`src/sv/itr_pkg.sv`:
```
`default_nettype none
package itr_pkg;

   localparam int ValueWidth  = 12;
   localparam int SymbolWidth = 7;
   localparam int DigitWidth  = 4;
   localparam int NumDigits   = 4;
   localparam int PosWidth    = 2;
   localparam int LenWidth    = 3;

   localparam logic [ValueWidth-1:0] MaxValue = 12'd3999;

   typedef logic [ValueWidth-1:0]         value_type;
   typedef logic [SymbolWidth-1:0]        symbol_type;
   typedef logic [DigitWidth-1:0]         digit_type;
   typedef logic [PosWidth-1:0]           pos_type;
   typedef logic [LenWidth-1:0]           len_type;
   typedef digit_type [NumDigits-1:0]     digits_type;

   // digit positions, most significant first
   localparam pos_type PosThousands = 2'd0;
   localparam pos_type PosHundreds  = 2'd1;
   localparam pos_type PosTens      = 2'd2;
   localparam pos_type PosUnits     = 2'd3;

   // ascii codes of the numeral letters
   localparam symbol_type SymI    = 7'h49;
   localparam symbol_type SymV    = 7'h56;
   localparam symbol_type SymX    = 7'h58;
   localparam symbol_type SymL    = 7'h4C;
   localparam symbol_type SymC    = 7'h43;
   localparam symbol_type SymD    = 7'h44;
   localparam symbol_type SymM    = 7'h4D;
   localparam symbol_type SymNone = 7'h00;

   typedef enum logic [1:0] {
      ST_IDLE,
      ST_EXTRACT,
      ST_EMIT,
      ST_ERROR
   } state_type;

   typedef struct packed {
      logic start;
      logic load_error;
   } emit_ctrl_type;

   typedef struct packed {
      logic out_free;
      logic done;
   } emit_status_type;

   // place value of a digit position (units handled apart)
   function automatic value_type digit_weight(input pos_type pos);
      value_type w;
      case (pos)
         PosThousands: w = 12'd1000;
         PosHundreds:  w = 12'd100;
         PosTens:      w = 12'd10;
         default:      w = 12'd1;
      endcase
      return w;
   endfunction

   // characters needed for one decimal digit
   function automatic len_type digit_len(input digit_type d);
      len_type n;
      case (d)
         4'd1, 4'd5:             n = 3'd1;
         4'd2, 4'd4, 4'd6, 4'd9: n = 3'd2;
         4'd3, 4'd7:             n = 3'd3;
         4'd8:                   n = 3'd4;
         default:                n = 3'd0;
      endcase
      return n;
   endfunction

   // k-th character of digit d at position pos
   function automatic symbol_type roman_sym(input pos_type pos, input digit_type d,
                                            input logic [PosWidth-1:0] k);
      symbol_type one;
      symbol_type five;
      symbol_type ten;
      symbol_type s;
      case (pos)
         PosThousands: begin one = SymM; five = SymNone; ten = SymNone; end
         PosHundreds:  begin one = SymC; five = SymD;    ten = SymM;    end
         PosTens:      begin one = SymX; five = SymL;    ten = SymC;    end
         default:      begin one = SymI; five = SymV;    ten = SymX;    end
      endcase
      if (d == 4'd9) begin
         s = (k == 2'd0) ? one : ten;
      end else if (d == 4'd4) begin
         s = (k == 2'd0) ? one : five;
      end else if (d inside {[4'd5:4'd8]}) begin
         s = (k == 2'd0) ? five : one;
      end else begin
         s = one;
      end
      return s;
   endfunction

endpackage
`default_nettype wire

```
`src/sv/itr_extract.sv`:
```
`default_nettype none
module itr_extract (
   input  wire logic                clock,
   input  wire logic                reset,
   input  wire logic                start,
   input  wire itr_pkg::value_type  value,
   output      logic                done,
   output      itr_pkg::digits_type digits
);
   import itr_pkg::*;

   logic       run_ff, run_in;
   value_type  rem_ff, rem_in;
   pos_type    pos_ff, pos_in;
   digits_type digits_ff, digits_in;
   value_type  weight;
   logic       fits;

   // shared compare and subtract against the current place value
   assign weight = digit_weight(pos_ff);
   assign fits   = (rem_ff >= weight);
   assign done   = run_ff && (pos_ff == PosUnits);
   assign digits = digits_ff;

   always_comb begin
      run_in    = run_ff;
      rem_in    = rem_ff;
      pos_in    = pos_ff;
      digits_in = digits_ff;
      if (start) begin
         run_in    = 1'b1;
         rem_in    = value;
         pos_in    = PosThousands;
         digits_in = '0;
      end else if (run_ff) begin
         if (pos_ff == PosUnits) begin
            digits_in[PosUnits] = rem_ff[DigitWidth-1:0];
            run_in              = 1'b0;
         end else if (fits) begin
            rem_in            = rem_ff - weight;
            digits_in[pos_ff] = digits_ff[pos_ff] + 4'd1;
         end else begin
            pos_in = pos_ff + 2'd1;
         end
      end
   end

   always_ff @(posedge clock) begin
      if (reset) begin
         run_ff <= 1'b0;
      end else begin
         run_ff <= run_in;
      end
      rem_ff    <= rem_in;
      pos_ff    <= pos_in;
      digits_ff <= digits_in;
   end

endmodule
`default_nettype wire

```
`src/sv/itr_emit.sv`:
```
`default_nettype none
module itr_emit (
   input  wire logic                    clock,
   input  wire logic                    reset,
   input  wire itr_pkg::emit_ctrl_type  ctrl,
   input  wire itr_pkg::digits_type     digits,
   output      itr_pkg::emit_status_type status,
   output      logic                    rsp_valid,
   input  wire logic                    rsp_ready,
   output      itr_pkg::symbol_type     rsp_symbol,
   output      logic                    rsp_last,
   output      logic                    rsp_range_error
);
   import itr_pkg::*;

   logic       busy_ff, busy_in;
   pos_type    pos_ff, pos_in;
   pos_type    k_ff, k_in;
   logic       valid_ff, valid_in;
   symbol_type sym_ff, sym_in;
   logic       last_ff, last_in;
   logic       err_ff, err_in;

   logic       out_free;
   digit_type  cur_digit;
   len_type    cur_len;
   logic       last_char;
   logic       rest_zero;
   logic       final_char;

   assign out_free   = !valid_ff || rsp_ready;
   assign cur_digit  = digits[pos_ff];
   assign cur_len    = digit_len(cur_digit);
   assign last_char  = (({1'b0, k_ff} + 3'd1) == cur_len);

   // no nonzero digit follows the current one
   always_comb begin
      rest_zero = 1'b1;
      for (int i = 0; i < NumDigits; i++) begin
         if (i > int'(pos_ff) && digits[i] != '0) begin
            rest_zero = 1'b0;
         end
      end
   end

   assign final_char = (cur_len != '0) && last_char && rest_zero;

   assign status.out_free = out_free;
   assign status.done     = busy_ff && out_free && final_char;

   always_comb begin
      busy_in  = busy_ff;
      pos_in   = pos_ff;
      k_in     = k_ff;
      valid_in = valid_ff && !rsp_ready;
      sym_in   = sym_ff;
      last_in  = last_ff;
      err_in   = err_ff;
      if (ctrl.start) begin
         busy_in = 1'b1;
         pos_in  = PosThousands;
         k_in    = '0;
      end else if (ctrl.load_error && out_free) begin
         valid_in = 1'b1;
         sym_in   = SymNone;
         last_in  = 1'b1;
         err_in   = 1'b1;
      end else if (busy_ff && out_free) begin
         if (cur_len != '0) begin
            valid_in = 1'b1;
            sym_in   = roman_sym(pos_ff, cur_digit, k_ff);
            last_in  = final_char;
            err_in   = 1'b0;
         end
         if (final_char) begin
            busy_in = 1'b0;
         end else if (cur_len == '0 || last_char) begin
            pos_in = pos_ff + 2'd1;
            k_in   = '0;
         end else begin
            k_in = k_ff + 2'd1;
         end
      end
   end

   always_ff @(posedge clock) begin
      if (reset) begin
         busy_ff  <= 1'b0;
         valid_ff <= 1'b0;
      end else begin
         busy_ff  <= busy_in;
         valid_ff <= valid_in;
      end
      pos_ff  <= pos_in;
      k_ff    <= k_in;
      sym_ff  <= sym_in;
      last_ff <= last_in;
      err_ff  <= err_in;
   end

   assign rsp_valid       = valid_ff;
   assign rsp_symbol      = sym_ff;
   assign rsp_last        = last_ff;
   assign rsp_range_error = err_ff;

endmodule
`default_nettype wire

```
`src/sv/integer_to_roman_numeral.sv`:
```
`default_nettype none
// channel   | ports                                      | carries
// ----------+--------------------------------------------+------------------------------
// request   | req_valid req_ready req_value[11:0]        | one integer per transfer
// response  | rsp_valid rsp_ready rsp_symbol[6:0]        | one ascii letter per transfer,
//           | rsp_last rsp_range_error                   | last on the final letter
//
// an item is accepted, then split into digits in the subtract loop, one
// compare-subtract per cycle, then streamed out one letter at a time, with
// each zero digit before the final letter passed over without a letter
// zero or above 3999 goes to the error state; its single error transfer is
// made valid once the output register is free
// req_ready is high only when the sequencer is idle
// a stalled rsp holds the emitter; the last letter may still wait while the
// next integer is taken and its digits are extracted
// reset is synchronous and clears the sequencer and the response valid
module integer_to_roman_numeral (
   input  wire logic                clock,
   input  wire logic                reset,
   input  wire logic                req_valid,
   output      logic                req_ready,
   input  wire itr_pkg::value_type  req_value,
   output      logic                rsp_valid,
   input  wire logic                rsp_ready,
   output      itr_pkg::symbol_type rsp_symbol,
   output      logic                rsp_last,
   output      logic                rsp_range_error
);
   import itr_pkg::*;

   state_type       state_ff, state_in;
   logic            req_xfer;
   logic            bad_value;
   logic            ext_start;
   logic            ext_done;
   digits_type      digits;
   emit_ctrl_type   emit_ctrl;
   emit_status_type emit_status;

   assign req_xfer  = req_valid && req_ready;
   // outside 1..3999 goes straight to the error response
   assign bad_value = (req_value == '0) || (req_value > MaxValue);

   always_ff @(posedge clock) begin
      if (reset) begin
         state_ff <= ST_IDLE;
      end else begin
         state_ff <= state_in;
      end
   end

   // sequencer: take item, split into digits, stream letters, or flag a bad value
   always_comb begin
      state_in             = state_ff;
      req_ready            = 1'b0;
      ext_start            = 1'b0;
      emit_ctrl.start      = 1'b0;
      emit_ctrl.load_error = 1'b0;
      case (state_ff)
         ST_IDLE: begin
            req_ready = 1'b1;
            if (req_xfer) begin
               if (bad_value) begin
                  state_in = ST_ERROR;
               end else begin
                  ext_start = 1'b1;
                  state_in  = ST_EXTRACT;
               end
            end
         end
         ST_EXTRACT: begin
            // the units digit is written at the same edge that starts the emitter
            if (ext_done) begin
               emit_ctrl.start = 1'b1;
               state_in        = ST_EMIT;
            end
         end
         ST_EMIT: begin
            if (emit_status.done) begin
               state_in = ST_IDLE;
            end
         end
         ST_ERROR: begin
            // wait for a free output register
            emit_ctrl.load_error = 1'b1;
            if (emit_status.out_free) begin
               state_in = ST_IDLE;
            end
         end
         default: begin
            state_in = ST_IDLE;
         end
      endcase
   end

   // repeated compare-subtract by 1000, 100, 10
   itr_extract u_extract (
      .clock  (clock),
      .reset  (reset),
      .start  (ext_start),
      .value  (req_value),
      .done   (ext_done),
      .digits (digits)
   );

   // letter stream with output register
   itr_emit u_emit (
      .clock           (clock),
      .reset           (reset),
      .ctrl            (emit_ctrl),
      .digits          (digits),
      .status          (emit_status),
      .rsp_valid       (rsp_valid),
      .rsp_ready       (rsp_ready),
      .rsp_symbol      (rsp_symbol),
      .rsp_last        (rsp_last),
      .rsp_range_error (rsp_range_error)
   );

endmodule
`default_nettype wire
```
`config.mk`:
```
export PLATFORM = sky130hd
export DESIGN_NAME = integer_to_roman_numeral
export DESIGN_NICKNAME = d
export VERILOG_FILES = /design/src/sv/itr_pkg.sv /design/src/sv/itr_extract.sv /design/src/sv/itr_emit.sv /design/src/sv/integer_to_roman_numeral.sv
export SDC_FILE = /design/constraint.sdc
export NUM_CORES = 1
export LEC_CHECK = 0
export BUFFER_PORTS_ARGS = -buffer_cell sky130_fd_sc_hd__buf_2
export CORE_MARGIN = 2
export CORE_UTILIZATION = 54
export DETAILED_ROUTE_END_ITERATION = 12
export PLACE_DENSITY_LB_ADDON = 0.12
export RECOVER_POWER = 25
export SLEW_MARGIN = 20
export SYNTH_ARGS = -nofsm -noshare
export SYNTH_HDL_FRONTEND = slang
export SYNTH_SLANG_ARGS = --single-unit
```
`constraint.sdc`:
```
create_clock -name clock -period 3.25 [get_ports clock]
set_clock_uncertainty 0.1 [all_clocks]
set_input_delay 0.325 -clock clock [delete_from_list [all_inputs] [get_ports clock]]
set_output_delay 0.325 -clock clock [all_outputs]
set_load 0.01 [all_outputs]
```
==> metrics <==
largest net degree at the start of global routing 23; chip height 80.82 microns; grt ovf 0; most common cell in the netlist nand2_1; initial antenna violation count 0; worst slack, placed 255.8 ps; CP Buf/Inv Count 2; Synth top area share 18.85%; worst skew pair latency 310 ps; Cells after Synth 344; via count 2703; Cell Area, Placed 0.003423 sq mm; DRT iter0 DRCs 95; first-pass GRT wire length 11.81 mm; WL/cell 15.86 microns; mapped cell area 0.003187 sq mm; Finished Cell Area 0.003530 sq mm; CP Class reg -> reg; Total GRT Usage 23.41%; Core Region 0.005608 sq mm; ANT cells 0; CTS root buffer clkbuf_8; Least-Margin Pin Slew 696.7 ps; Num CTS Buffers 5; crit-path cells ha_1 -> ha_1 -> fa_1 -> nor2b_1 -> o21ai_0 -> a21boi_0 -> o21ai_0 -> a21oi_1 -> buf_4 -> o21ai_0 -> nand2_2 -> buf_12; min Tclk post-route 2998 ps; CP max stage cell fa_1; Final Net Count 416; Die W 80.82 microns; synthesized net count 385; worst-path fanout max 11; worst hold path class in -> reg; H-tree levels 2; row count 27; CP required 3180 ps; Max-cap violations 0; CTS tree built; PortBufs 25; most area-hungry cell type in the Yosys netlist edfxtp_1; Slew headroom 53.55%; CTS resizes 0; Ports 27; Worst-path clk slew 100 ps; share of layout cells above drive strength 1 13.03%; Pwr Density 679.3 mW/mm^2; Pleak 1.381 nW; most instantiated cells after synthesis 38 x nand2_1, 27 x dfxtp_1, 24 x a21oi_1, 24 x ha_1, 23 x nor2_1; Final Hold Fails 0; Syn Area/Cell 9.264 sq um; post-layout util 62.94%; register area share after synthesis 35.81%; die area 0.006532 sq mm; Routed Antenna Nets 0; routability cong. 0.8860; largest cells by area after synthesis edfxtp_1 19%, dfxtp_1 17%, ha_1 9.4%; CP dominant cell by count o21ai_0; Main synth FF type dfxtp_1; peak supply drop 0.0005097 V; DRT Pass-1 Iters 4; DRC 0; Crit path largest cell delay 420 ps; status complete, no violations; crit path capture type register; final cycle utilization of the critical path 92.23%; YS warnings 0; Final WS setup 252.4 ps; vias in the first global route 2549; Synth Register Bits 47; final setup vio count 0; type of origin of the critical path register; critical path's top delay family adder cells; area grow syn2layout 10.76%; Longest Clk Path Bufs 2; DRT Wirelength 7.105 mm; max-slew violation count 0; fraction of registers with async set/reset 0%; DP HPWL 5.572 mm; crit path DAT 2930 ps; Post-synth EDFFs 20; clock sink count 47; Via density 6.033; Cell variety after synth 54; Initial Utilization 56.83%; Achievable Freq 333.6 MHz
[cell usage in the layout, fill, tap and decap left out, types with 4 or more instances in the layout]
master and n:
a21oi_1 24, buf_2 15, buf_4 8, clkbuf_1 12, clkbuf_8 5, dfxtp_1 27, edfxtp_1 20, ha_1 24
inv_1 17, mux2_2 4, mux2i_1 11, mux4_2 8, nand2_1 37, nand2b_1 6, nand3_1 14, nand4_1 5
nor2_1 23, nor2b_1 9, nor3_1 8, nor4_1 5, o211ai_1 6, o21a_1 6, o21ai_0 14, o31ai_1 7
or4_1 4
[metal layers]
layer,share of wire [%],GRT usage (%)
met5,0,0
met4,0.80,6.441
met3,4.3,3.444
met2,51,41.74
met1,44,29.49
[power breakdown]
group | internal (mW) | total [mW] | switching [mW] | leakage [nW]
sequential | 0.765 | 0.835 | 0.0703 | 0.404
combinational | 0.504 | 1.15 | 0.650 | 0.923
clock | 0.199 | 0.409 | 0.211 | 0.0544
total | 1.47 | 2.40 | 0.930 | 1.38
[logic make-up (layout without fill, tap and decap cells)]
kind of cell	Yosys count	count (layout)	synth area share [%]
and+or+nand+nor	125	125	19.40
xor gates and xnor gates	6	6	1.649
buffers and inverters	29	61	3.769
DFF	47	47	35.81
adders and majority gates	25	25	10.05
other	1	1	0.1177
muxes	23	23	10.52
AOI/OAI and AO/OA	88	88	18.69
[path summary, 6_finish.rpt]
kind | from | end | slack, ps | depth (start not counted)
min reg2reg | u_extract.digits[1] | u_extract.digits[1] | 390 | 2
max | u_extract.pos_ff[0] | u_extract.rem_ff[0] | 250 | 12
min | reset | u_extract.run_ff | 130 | 2
max reg2reg | u_extract.pos_ff[0] | u_extract.rem_ff[0] | 250 | 12
[state kept, by name, indices dropped and copies added (netlist names)]
name                    cells
u_extract.digits           16
u_extract.rem_ff           12
u_emit.rsp_symbol           6
state_ff                    2
u_emit.k_ff                 2
u_emit.pos_ff               2
u_extract.pos_ff            2
u_emit.busy_ff              1
u_emit.rsp_last             1
u_emit.rsp_range_error      1
u_emit.rsp_valid            1
u_extract.run_ff            1
[metrics by stage]
| step | power, mW | hold WS [ps] | std cells | setup TNS, ps |
|---|---|---|---|---|
| 4_1_cts | 2.397 | 118.5 | 447 | 0 |
| 3_5_place_dp | 1.981 | 381.2 | 439 | 0 |
| 3_3_place_gp | 1.951 | 375.6 | 439 | 0 |
| 5_1_grt | 2.582 | 121.2 | 448 | -80.02 |
| 6_report | 2.398 | 129.1 | 448 | 0 |
| 2_1_floorplan | 1.691 | 294.1 | 344 | 0 |
[worst reg2reg max path: cells and delay by family, from the launching register on]
kind | cells | cell delay [ps]
DFF | 1 | 350
adders and majority gates | 3 | 880
AOI/OAI and AO/OA | 5 | 790
and+or+nand+nor | 2 | 270
buffers and inverters | 2 | 330
[cell type report]
class	instances	area, sq um
fillers	530	2078
multi-input cells	268	1928
flip-flops and latches	47	1141
repair buffers	36	200.2
clock buffers	6	93.84
well taps	72	90.09
inverters	17	63.81
clock inverters	2	12.51
[repair_timing]
action,in CTS,in global routing
hold buffers,0,0
setup buffers,0,1
setup endpoints to repair,0,12
Power figures use the tool's default switching activity.
